<file path="src/rtl/utf8_stream_decoder_top_defines.svh">
// assertion helpers used by the top-level file to check the decoder
`ifndef UTF8_STREAM_DECODER_TOP_DEFINES_SVH
`define UTF8_STREAM_DECODER_TOP_DEFINES_SVH

// same-cycle implication, masked while reset is asserted
`define UTF8SD_ASSERT_NOW(label, clk, rst_n, ante, cons) \
	label: assert property (@(posedge clk) disable iff (!rst_n) (ante) |-> (cons)) \
		else $error("utf8sd check failed");

// next-cycle implication, masked while reset is asserted
`define UTF8SD_ASSERT_NEXT(label, clk, rst_n, ante, cons) \
	label: assert property (@(posedge clk) disable iff (!rst_n) (ante) |=> (cons)) \
		else $error("utf8sd check failed");

`endif

</file>
<file path="src/rtl/utf8sd_pkg.sv">
package utf8sd_pkg;

	typedef enum logic [1:0] {
		STATUS_OK      = 2'd0,
		STATUS_INVALID = 2'd1,
		STATUS_TRUNC   = 2'd2
	} status_t;

	// classified byte; lead_len 0 marks a byte that cannot open a sequence
	typedef struct packed {
		logic [2:0] lead_len;
		logic [6:0] lead_bits;
		logic [5:0] cont_bits;
		logic       last;
	} entry_t;

	// one queue port: valid flag plus the classified byte
	typedef struct packed {
		logic   valid;
		entry_t entry;
	} q_req_t;

	typedef struct packed {
		logic full;
		logic empty;
	} q_stat_t;

endpackage

</file>
<file path="src/rtl/utf8sd_channels.sv">
interface utf8sd_byte_if;
	logic       valid;
	logic       ready;
	logic [7:0] in_byte;
	logic       end_of_text;

	modport source (output valid, in_byte, end_of_text, input ready);
	modport sink   (input valid, in_byte, end_of_text, output ready);
endinterface

interface utf8sd_char_if;
	logic        valid;
	logic        ready;
	logic [30:0] code_point;
	logic [2:0]  seq_length;
	logic [1:0]  status;

	modport source (output valid, code_point, seq_length, status, input ready);
	modport sink   (input valid, code_point, seq_length, status, output ready);
endinterface

</file>
<file path="src/rtl/utf8sd_front.sv">
module utf8sd_front (
	utf8sd_byte_if.sink        byte_ch,
	input  utf8sd_pkg::q_stat_t q_stat,
	output utf8sd_pkg::q_req_t  q_wr
);

	localparam logic [7:0] MASK_1 = 8'h80;
	localparam logic [7:0] MASK_2 = 8'hE0;
	localparam logic [7:0] MASK_3 = 8'hF0;
	localparam logic [7:0] MASK_4 = 8'hF8;
	localparam logic [7:0] MASK_5 = 8'hFC;
	localparam logic [7:0] MASK_6 = 8'hFE;

	logic [7:0] b;
	utf8sd_pkg::entry_t ent;

	assign b = byte_ch.in_byte;

	// lead class from the prefix; top bits masked by class
	always_comb begin
		ent.cont_bits = b[5:0];
		ent.last      = byte_ch.end_of_text;
		ent.lead_len  = 3'd0;
		ent.lead_bits = 7'd0;
		if ((b & MASK_1) == 8'h00) begin
			ent.lead_len  = 3'd1;
			ent.lead_bits = b[6:0];
		end else if ((b & MASK_2) == 8'hC0) begin
			ent.lead_len  = 3'd2;
			ent.lead_bits = {2'b00, b[4:0]};
		end else if ((b & MASK_3) == 8'hE0) begin
			ent.lead_len  = 3'd3;
			ent.lead_bits = {3'b000, b[3:0]};
		end else if ((b & MASK_4) == 8'hF0) begin
			ent.lead_len  = 3'd4;
			ent.lead_bits = {4'b0000, b[2:0]};
		end else if ((b & MASK_5) == 8'hF8) begin
			ent.lead_len  = 3'd5;
			ent.lead_bits = {5'b00000, b[1:0]};
		end else if ((b & MASK_6) == 8'hFC) begin
			ent.lead_len  = 3'd6;
			ent.lead_bits = {6'b000000, b[0]};
		end
	end

	assign byte_ch.ready = !q_stat.full;
	assign q_wr.valid    = byte_ch.valid && !q_stat.full;
	assign q_wr.entry    = ent;

endmodule

</file>
<file path="src/rtl/utf8sd_queue.sv">
module utf8sd_queue #(
	parameter int DEPTH = 4
) (
	input  logic                clk,
	input  logic                arst_n,
	input  utf8sd_pkg::q_req_t  q_wr,
	input  logic                pop,
	output utf8sd_pkg::q_req_t  q_head,
	output utf8sd_pkg::q_stat_t q_stat
);

	localparam int PTR_W = (DEPTH > 1) ? $clog2(DEPTH) : 1;
	localparam int CNT_W = $clog2(DEPTH + 1);

	utf8sd_pkg::entry_t mem_q [DEPTH];
	logic [PTR_W-1:0] wr_ptr_q;
	logic [PTR_W-1:0] rd_ptr_q;
	logic [CNT_W-1:0] cnt_q;
	logic             push;
	logic             do_pop;

	assign push   = q_wr.valid;
	assign do_pop = pop && (cnt_q != '0);

	always_ff @(posedge clk) begin
		if (push) begin
			mem_q[wr_ptr_q] <= q_wr.entry;
		end
	end

	always_ff @(posedge clk or negedge arst_n) begin
		if (!arst_n) begin
			wr_ptr_q <= '0;
			rd_ptr_q <= '0;
			cnt_q    <= '0;
		end else begin
			if (push) begin
				wr_ptr_q <= (wr_ptr_q == PTR_W'(DEPTH - 1)) ? '0 : wr_ptr_q + 1'b1;
			end
			if (do_pop) begin
				rd_ptr_q <= (rd_ptr_q == PTR_W'(DEPTH - 1)) ? '0 : rd_ptr_q + 1'b1;
			end
			case ({push, do_pop})
				2'b10:   cnt_q <= cnt_q + 1'b1;
				2'b01:   cnt_q <= cnt_q - 1'b1;
				default: cnt_q <= cnt_q;
			endcase
		end
	end

	assign q_head.valid = (cnt_q != '0);
	assign q_head.entry = mem_q[rd_ptr_q];
	assign q_stat.full  = (cnt_q == CNT_W'(DEPTH));
	assign q_stat.empty = (cnt_q == '0);

endmodule

</file>
<file path="src/rtl/utf8sd_back.sv">
module utf8sd_back (
	input  logic               clk,
	input  logic               arst_n,
	input  utf8sd_pkg::q_req_t q_head,
	output logic               pop,
	utf8sd_char_if.source      char_ch
);

	logic [30:0] acc_q;
	logic [2:0]  pend_q;
	logic [2:0]  seq_len_q;
	logic        out_valid_q;
	logic [30:0] cp_q;
	logic [2:0]  len_q;
	logic [1:0]  st_q;

	logic [30:0] acc_d;
	logic [2:0]  pend_d;
	logic [2:0]  seq_len_d;
	logic        emit;
	logic [30:0] emit_cp;
	logic [2:0]  emit_len;
	utf8sd_pkg::status_t emit_st;
	logic [30:0] acc_shift;
	logic [2:0]  pend_dec;
	utf8sd_pkg::entry_t e;

	assign e         = q_head.entry;
	assign pop       = q_head.valid && (!out_valid_q || char_ch.ready);
	assign acc_shift = {acc_q[24:0], e.cont_bits};
	assign pend_dec  = pend_q - 3'd1;

	always_comb begin
		acc_d     = acc_q;
		pend_d    = pend_q;
		seq_len_d = seq_len_q;
		emit      = 1'b0;
		emit_cp   = '0;
		emit_len  = 3'd1;
		emit_st   = utf8sd_pkg::STATUS_OK;
		if (pend_q == 3'd0) begin
			if (e.lead_len == 3'd1) begin
				emit    = 1'b1;
				emit_cp = {24'd0, e.lead_bits};
			end else if (e.lead_len == 3'd0) begin
				emit    = 1'b1;
				emit_st = utf8sd_pkg::STATUS_INVALID;
			end else if (e.last) begin
				emit    = 1'b1;
				emit_st = utf8sd_pkg::STATUS_TRUNC;
			end else begin
				acc_d     = {24'd0, e.lead_bits};
				pend_d    = e.lead_len - 3'd1;
				seq_len_d = e.lead_len;
			end
		end else begin
			if (pend_dec == 3'd0) begin
				emit      = 1'b1;
				emit_cp   = acc_shift;
				emit_len  = seq_len_q;
				acc_d     = '0;
				pend_d    = '0;
				seq_len_d = '0;
			end else if (e.last) begin
				emit      = 1'b1;
				emit_len  = seq_len_q - pend_dec;
				emit_st   = utf8sd_pkg::STATUS_TRUNC;
				acc_d     = '0;
				pend_d    = '0;
				seq_len_d = '0;
			end else begin
				acc_d  = acc_shift;
				pend_d = pend_dec;
			end
		end
	end

	always_ff @(posedge clk or negedge arst_n) begin
		if (!arst_n) begin
			acc_q       <= '0;
			pend_q      <= '0;
			seq_len_q   <= '0;
			out_valid_q <= 1'b0;
		end else begin
			if (pop) begin
				acc_q     <= acc_d;
				pend_q    <= pend_d;
				seq_len_q <= seq_len_d;
			end
			if (pop && emit) begin
				out_valid_q <= 1'b1;
			end else if (char_ch.ready) begin
				out_valid_q <= 1'b0;
			end
		end
	end

	// payload only loads with a new result
	always_ff @(posedge clk) begin
		if (pop && emit) begin
			cp_q  <= emit_cp;
			len_q <= emit_len;
			st_q  <= emit_st;
		end
	end

	assign char_ch.valid      = out_valid_q;
	assign char_ch.code_point = cp_q;
	assign char_ch.seq_length = len_q;
	assign char_ch.status     = st_q;

endmodule

</file>
<file path="src/rtl/utf8_stream_decoder_top.sv">
// six-byte legacy utf-8 decoder, one byte in per transfer
// byte_ch: raw bytes; end_of_text marks the last byte of a text
// char_ch: one transfer per finished character with code_point, seq_length
//   and status (ok, invalid lead byte, truncated at end of text)
// bytes that only continue an open sequence give no char_ch transfer
// path: a taken byte is written into the queue, popped by the back end, and any
//   result is registered in the output register that drives char_ch
// throughput: one byte per cycle while char_ch does not stall, set by the single
//   shift-and-or step of the back-end accumulator per queued byte
// the front classifies each byte by its prefix and writes it into a queue of
//   QUEUE_DEPTH entries; the back end pops it and updates the open sequence
// reset clears the queue pointers, the open sequence and the output valid;
//   the first byte after reset is taken as a lead byte
// when char_ch stalls the output register holds its result, the back end
//   stops popping, the queue fills and byte_ch ready drops once it is full
`include "utf8_stream_decoder_top_defines.svh"

module utf8_stream_decoder_top #(
	parameter int QUEUE_DEPTH = 4
) (
	input logic           clk,
	input logic           arst_n,
	utf8sd_byte_if.sink   byte_ch,
	utf8sd_char_if.source char_ch
);

	// queue write port, head and fill status
	utf8sd_pkg::q_req_t  q_wr;
	utf8sd_pkg::q_req_t  q_head;
	utf8sd_pkg::q_stat_t q_stat;
	logic                pop;

	// front: classify the lead prefix, push when the queue has room
	utf8sd_front u_front (
		.byte_ch (byte_ch),
		.q_stat  (q_stat),
		.q_wr    (q_wr)
	);

	// short queue that decouples byte intake from result delivery
	utf8sd_queue #(
		.DEPTH (QUEUE_DEPTH)
	) u_queue (
		.clk    (clk),
		.arst_n (arst_n),
		.q_wr   (q_wr),
		.pop    (pop),
		.q_head (q_head),
		.q_stat (q_stat)
	);

	// back: sequence accumulator and registered result
	utf8sd_back u_back (
		.clk     (clk),
		.arst_n  (arst_n),
		.q_head  (q_head),
		.pop     (pop),
		.char_ch (char_ch)
	);

	// the back end only pops a queued byte
	`UTF8SD_ASSERT_NOW(a_pop_has_head, clk, arst_n, pop, q_head.valid)
	// a pop never overwrites a result that is still waiting
	`UTF8SD_ASSERT_NOW(a_pop_no_overrun, clk, arst_n, pop, !char_ch.valid || char_ch.ready)
	// a full queue always has a head, and a full queue stops byte intake
	`UTF8SD_ASSERT_NOW(a_full_blocks, clk, arst_n, q_stat.full, q_head.valid && !byte_ch.ready)
	// an accepted byte leaves the queue non-empty at the next edge
	`UTF8SD_ASSERT_NEXT(a_push_fills, clk, arst_n, byte_ch.valid && byte_ch.ready && !pop,
		!q_stat.empty)

endmodule
</file>
<file path="src/flat_wrapper.sv">
// flat-port wrapper written by rule: the top's interface ports become plain ports
module utf8_stream_decoder_top_flat 
#(
	parameter int QUEUE_DEPTH = 4
)
  (clk, arst_n, byte_ch_valid, byte_ch_in_byte, byte_ch_end_of_text, byte_ch_ready, char_ch_valid, char_ch_code_point, char_ch_seq_length, char_ch_status, char_ch_ready);
  utf8sd_byte_if byte_ch_i ();
  utf8sd_char_if char_ch_i ();
  input logic clk;
  input logic arst_n;
  input wire logic [$bits(byte_ch_i.valid)-1:0] byte_ch_valid;
  input wire logic [$bits(byte_ch_i.in_byte)-1:0] byte_ch_in_byte;
  input wire logic [$bits(byte_ch_i.end_of_text)-1:0] byte_ch_end_of_text;
  output wire logic [$bits(byte_ch_i.ready)-1:0] byte_ch_ready;
  output wire logic [$bits(char_ch_i.valid)-1:0] char_ch_valid;
  output wire logic [$bits(char_ch_i.code_point)-1:0] char_ch_code_point;
  output wire logic [$bits(char_ch_i.seq_length)-1:0] char_ch_seq_length;
  output wire logic [$bits(char_ch_i.status)-1:0] char_ch_status;
  input wire logic [$bits(char_ch_i.ready)-1:0] char_ch_ready;
  assign byte_ch_i.valid = byte_ch_valid;
  assign byte_ch_i.in_byte = byte_ch_in_byte;
  assign byte_ch_i.end_of_text = byte_ch_end_of_text;
  assign byte_ch_ready = byte_ch_i.ready;
  assign char_ch_valid = char_ch_i.valid;
  assign char_ch_code_point = char_ch_i.code_point;
  assign char_ch_seq_length = char_ch_i.seq_length;
  assign char_ch_status = char_ch_i.status;
  assign char_ch_i.ready = char_ch_ready;
  utf8_stream_decoder_top #(.QUEUE_DEPTH(QUEUE_DEPTH)) u_core (.clk(clk), .arst_n(arst_n), .byte_ch(byte_ch_i), .char_ch(char_ch_i));
endmodule
</file>
<file path="config.mk">
export PLATFORM = sky130hd
export DESIGN_NAME = utf8_stream_decoder_top_flat
export DESIGN_NICKNAME = d
export VERILOG_FILES = /design/src/rtl/utf8sd_pkg.sv /design/src/rtl/utf8sd_channels.sv /design/src/rtl/utf8sd_front.sv /design/src/rtl/utf8sd_queue.sv /design/src/rtl/utf8sd_back.sv /design/src/rtl/utf8_stream_decoder_top.sv /design/src/flat_wrapper.sv
export VERILOG_INCLUDE_DIRS = /design/src /design/src/rtl
export SDC_FILE = /design/constraint.sdc
export NUM_CORES = 1
export LEC_CHECK = 0
export BUFFER_PORTS_ARGS = -buffer_cell sky130_fd_sc_hd__buf_2
export CAP_MARGIN = 10
export CORE_MARGIN = 2
export CORE_UTILIZATION = 30
export DETAILED_ROUTE_END_ITERATION = 8
export GPL_TIMING_DRIVEN = 1
export PLACE_DENSITY_LB_ADDON = 0.3
export SLEW_MARGIN = 20
export SYNTH_ARGS = -nofsm -noshare
export SYNTH_HDL_FRONTEND = slang
export SYNTH_HIERARCHICAL = 1
export SYNTH_SLANG_ARGS = --single-unit
</file>
<file path="constraint.sdc">
create_clock -name clk -period 9.62 [get_ports clk]
set_input_delay 1.443 -clock clk [delete_from_list [all_inputs] [get_ports clk]]
set_output_delay 1.443 -clock clk [all_outputs]
set_load 0.02 [all_outputs]
</file>
==> summary.md <==
| Metric | Value |
|---|---|
| Initial core utilization | 0.3034 |
| Dpl hpwl | 7308 µm |
| Yosys Warn Count | 6 |
| WP data required | 9680 ps |
| Setup-failing EPs final | 0 |
| CTS Buffer Depth | 2 |
| Status | complete, no violations |
| Critical path arrival | 3420 ps |
| Fmax | about 300 MHz |
| Synthesized cell area | a little over 0.006 mm² |
| Most frequent cells in the layout | 104 x edfxtp_1, 50 x buf_2, 39 x dfrtp_1 |
| Worst setup EP type | flop |
| Iter 0 DRT Violations | 204 |
| CP Max Fanout | 36 |
| Routability cong. | ~0.76 |
| Fill cells | roughly 1900 |
| Max cap viols | 0 |
| Period utilization | 0.3487 |
| Inst Count DP | between 600 and 700 |
| Area Overhead vs Synth | 18.91% |
| Number of port buffers | 50 |
| Non-Filler Instances | 710 |
| Final Total Pwr | 2.666 mW |
| Setup CP Type | reg2reg |
| Commonest non-fill, non-tap cell in the layout | edfxtp_1 |
| Post-CTS setup buffers | 0 |
| CTS resizes | 0 |
| First-pass GRT wire length | 17620 µm |
| Max Slew Vio Count | 0 |
| TritonRoute pass-1 iters | 4 |
| P_leak | ~2.8 nW |
| Final Hold Vio Count | 0 |
| Min cycle time layout | between 3000 and 4000 ps |
| Synth Net Count | around 400 |
| Share of layout cells above drive strength 1 | 0.2818 |
| Post-route cell area | 0.007253 mm² |
| Die Area | ~0.021 mm² |
| Hold buffer count at cts | 0 |
| Power density cells | 367.6 mW/mm² |
| Wire length per cell | about 15 µm |
| Vias in the first global route | 3235 |
| Setup slack after layout | around 6300 ps |
| Routed wire length | ~11000 µm |
| Avg Cell Area, Syn | 16.27 µm² |
| Worst Hold Class | reg2reg |
| Skew final | 7.249 ps |
| Boundary pin count | 51 |
| IR Drop Worst-Case VDD | approximately 0.13 mV |
| Rel. slew slack | 0.3689 |
| H-tree Lvls | 4 |
| Post-place setup slack | 6173 ps |
| Core area | 0.02010 mm² |
| # nets final | 455 |
| Rows | 52 |
| Die H | 146.6 µm |
| Root Buffer | clkbuf_16 |
| Cts bufs inserted | 17 |
| ANT cells | 0 |
| CTS clk-pin slew, worst paths | approximately 60 ps |
| Antenna violations before repair | 0 |
| Worst slew pin tran | 946.6 ps |
| CP Launch Type | flop |
| Placed cell areas | 0.006578 mm² |
| Post-route DRC | 0 |
| Mapped Cells | 375 |
| Congestion Overflow GR | 0 |
| Gr usage total | 0.1090 |
| Final setup TNS | 0 ps |
| CTS sink cnt | 143 |
| Routed vias/inst | 4.523 |
| DIE WIDTH | around 150 µm |
| Worst-skew pair later-pin latency | 420 ps |
| CTS tree | yes |
| Detail Route Antenna Nets | 0 |
| Vias | 3211 |
| Unrepaired setup endpoints after global routing | no |
| Largest net degree at the start of global routing | 40 |
-- area by class of cell --
type	instances	area, µm²	area share
Tap cell	270	337.8	0.04658
Sequential cell	143	4099	0.5651
Timing Repair Buffer	55	287.8	0.03968
Inverter	22	82.58	0.01139
Clock inverter	13	232.7	0.03209
Multi-Input combinational cell	188	1770	0.2441
Clock buffer	19	442.9	0.06107
-- flip-flops by register name, indices dropped and copies added, names as in the netlist, 3 cells and up --
signal                            flops
u_core/u_back/acc_q                  25
u_core/u_back/char_ch.code_point     31
u_core/u_back/char_ch.seq_length      3
u_core/u_back/pend_q                  3
u_core/u_back/seq_len_q               3
u_core/u_queue/cnt_q                  3
u_core/u_queue/mem_q                 68
-- per-layer routing --
| metal | vias to the layer above | routed length, µm | global-route usage |
|---|---|---|---|
| met4 | 0 | 170 | 0.05534 |
| met5 | - | 0 | 0 |
| li1 | 1522 | - | - |
| met2 | 78 | 5032 | 0.1653 |
| met3 | 14 | 487 | 0.02781 |
| met1 | 1597 | 5252 | 0.1453 |
-- where the power goes --
group          internal (mW)  switching (mW)  leakage [nW]  total, mW
Sequential             0.911          0.0835          1.49      0.994
Combinational          0.365           0.567          1.02      0.932
Clock                  0.495           0.245         0.328      0.740
Total                   1.77           0.896          2.84       2.67
-- per-stage QoR --
step           utilization  hold WS, ps
2_1_floorplan            -        456.9
3_3_place_gp        0.3272        474.7
3_5_place_dp        0.3272        484.8
4_1_cts             0.3608        500.3
5_1_grt             0.3608        525.0
6_report            0.3608        492.3
-- critical path: stages, from the launching register on --
cell,delay (ps)
dfrtp_1,870
mux4_2,430
inv_1,90
ha_1,150
nor2b_1,520
nor3_1,140
a21oi_1,220
and2_1,150
buf_4,390
-- worst paths after layout --
check / startpoint / to / slack [ps] / depth (start not counted)
max in group asynchronous: arst_n / u_core/u_back/acc_q[3] / 7880 / 1
hold / removal: u_core/u_back/acc_q[19] / u_core/u_back/acc_q[19] / 490 / 1
min in group asynchronous: arst_n / u_core/u_back/seq_len_q[1] / 1160 / 1
hold reg to reg: u_core/u_back/acc_q[19] / u_core/u_back/acc_q[19] / 490 / 1
setup reg to reg: u_core/u_queue/rd_ptr_q[1] / u_core/u_back/char_ch.code_point[3] / 6270 / 8
setup / recovery: u_core/u_queue/rd_ptr_q[1] / u_core/u_back/char_ch.code_point[3] / 6270 / 8
Power figures use the tool's default switching activity.
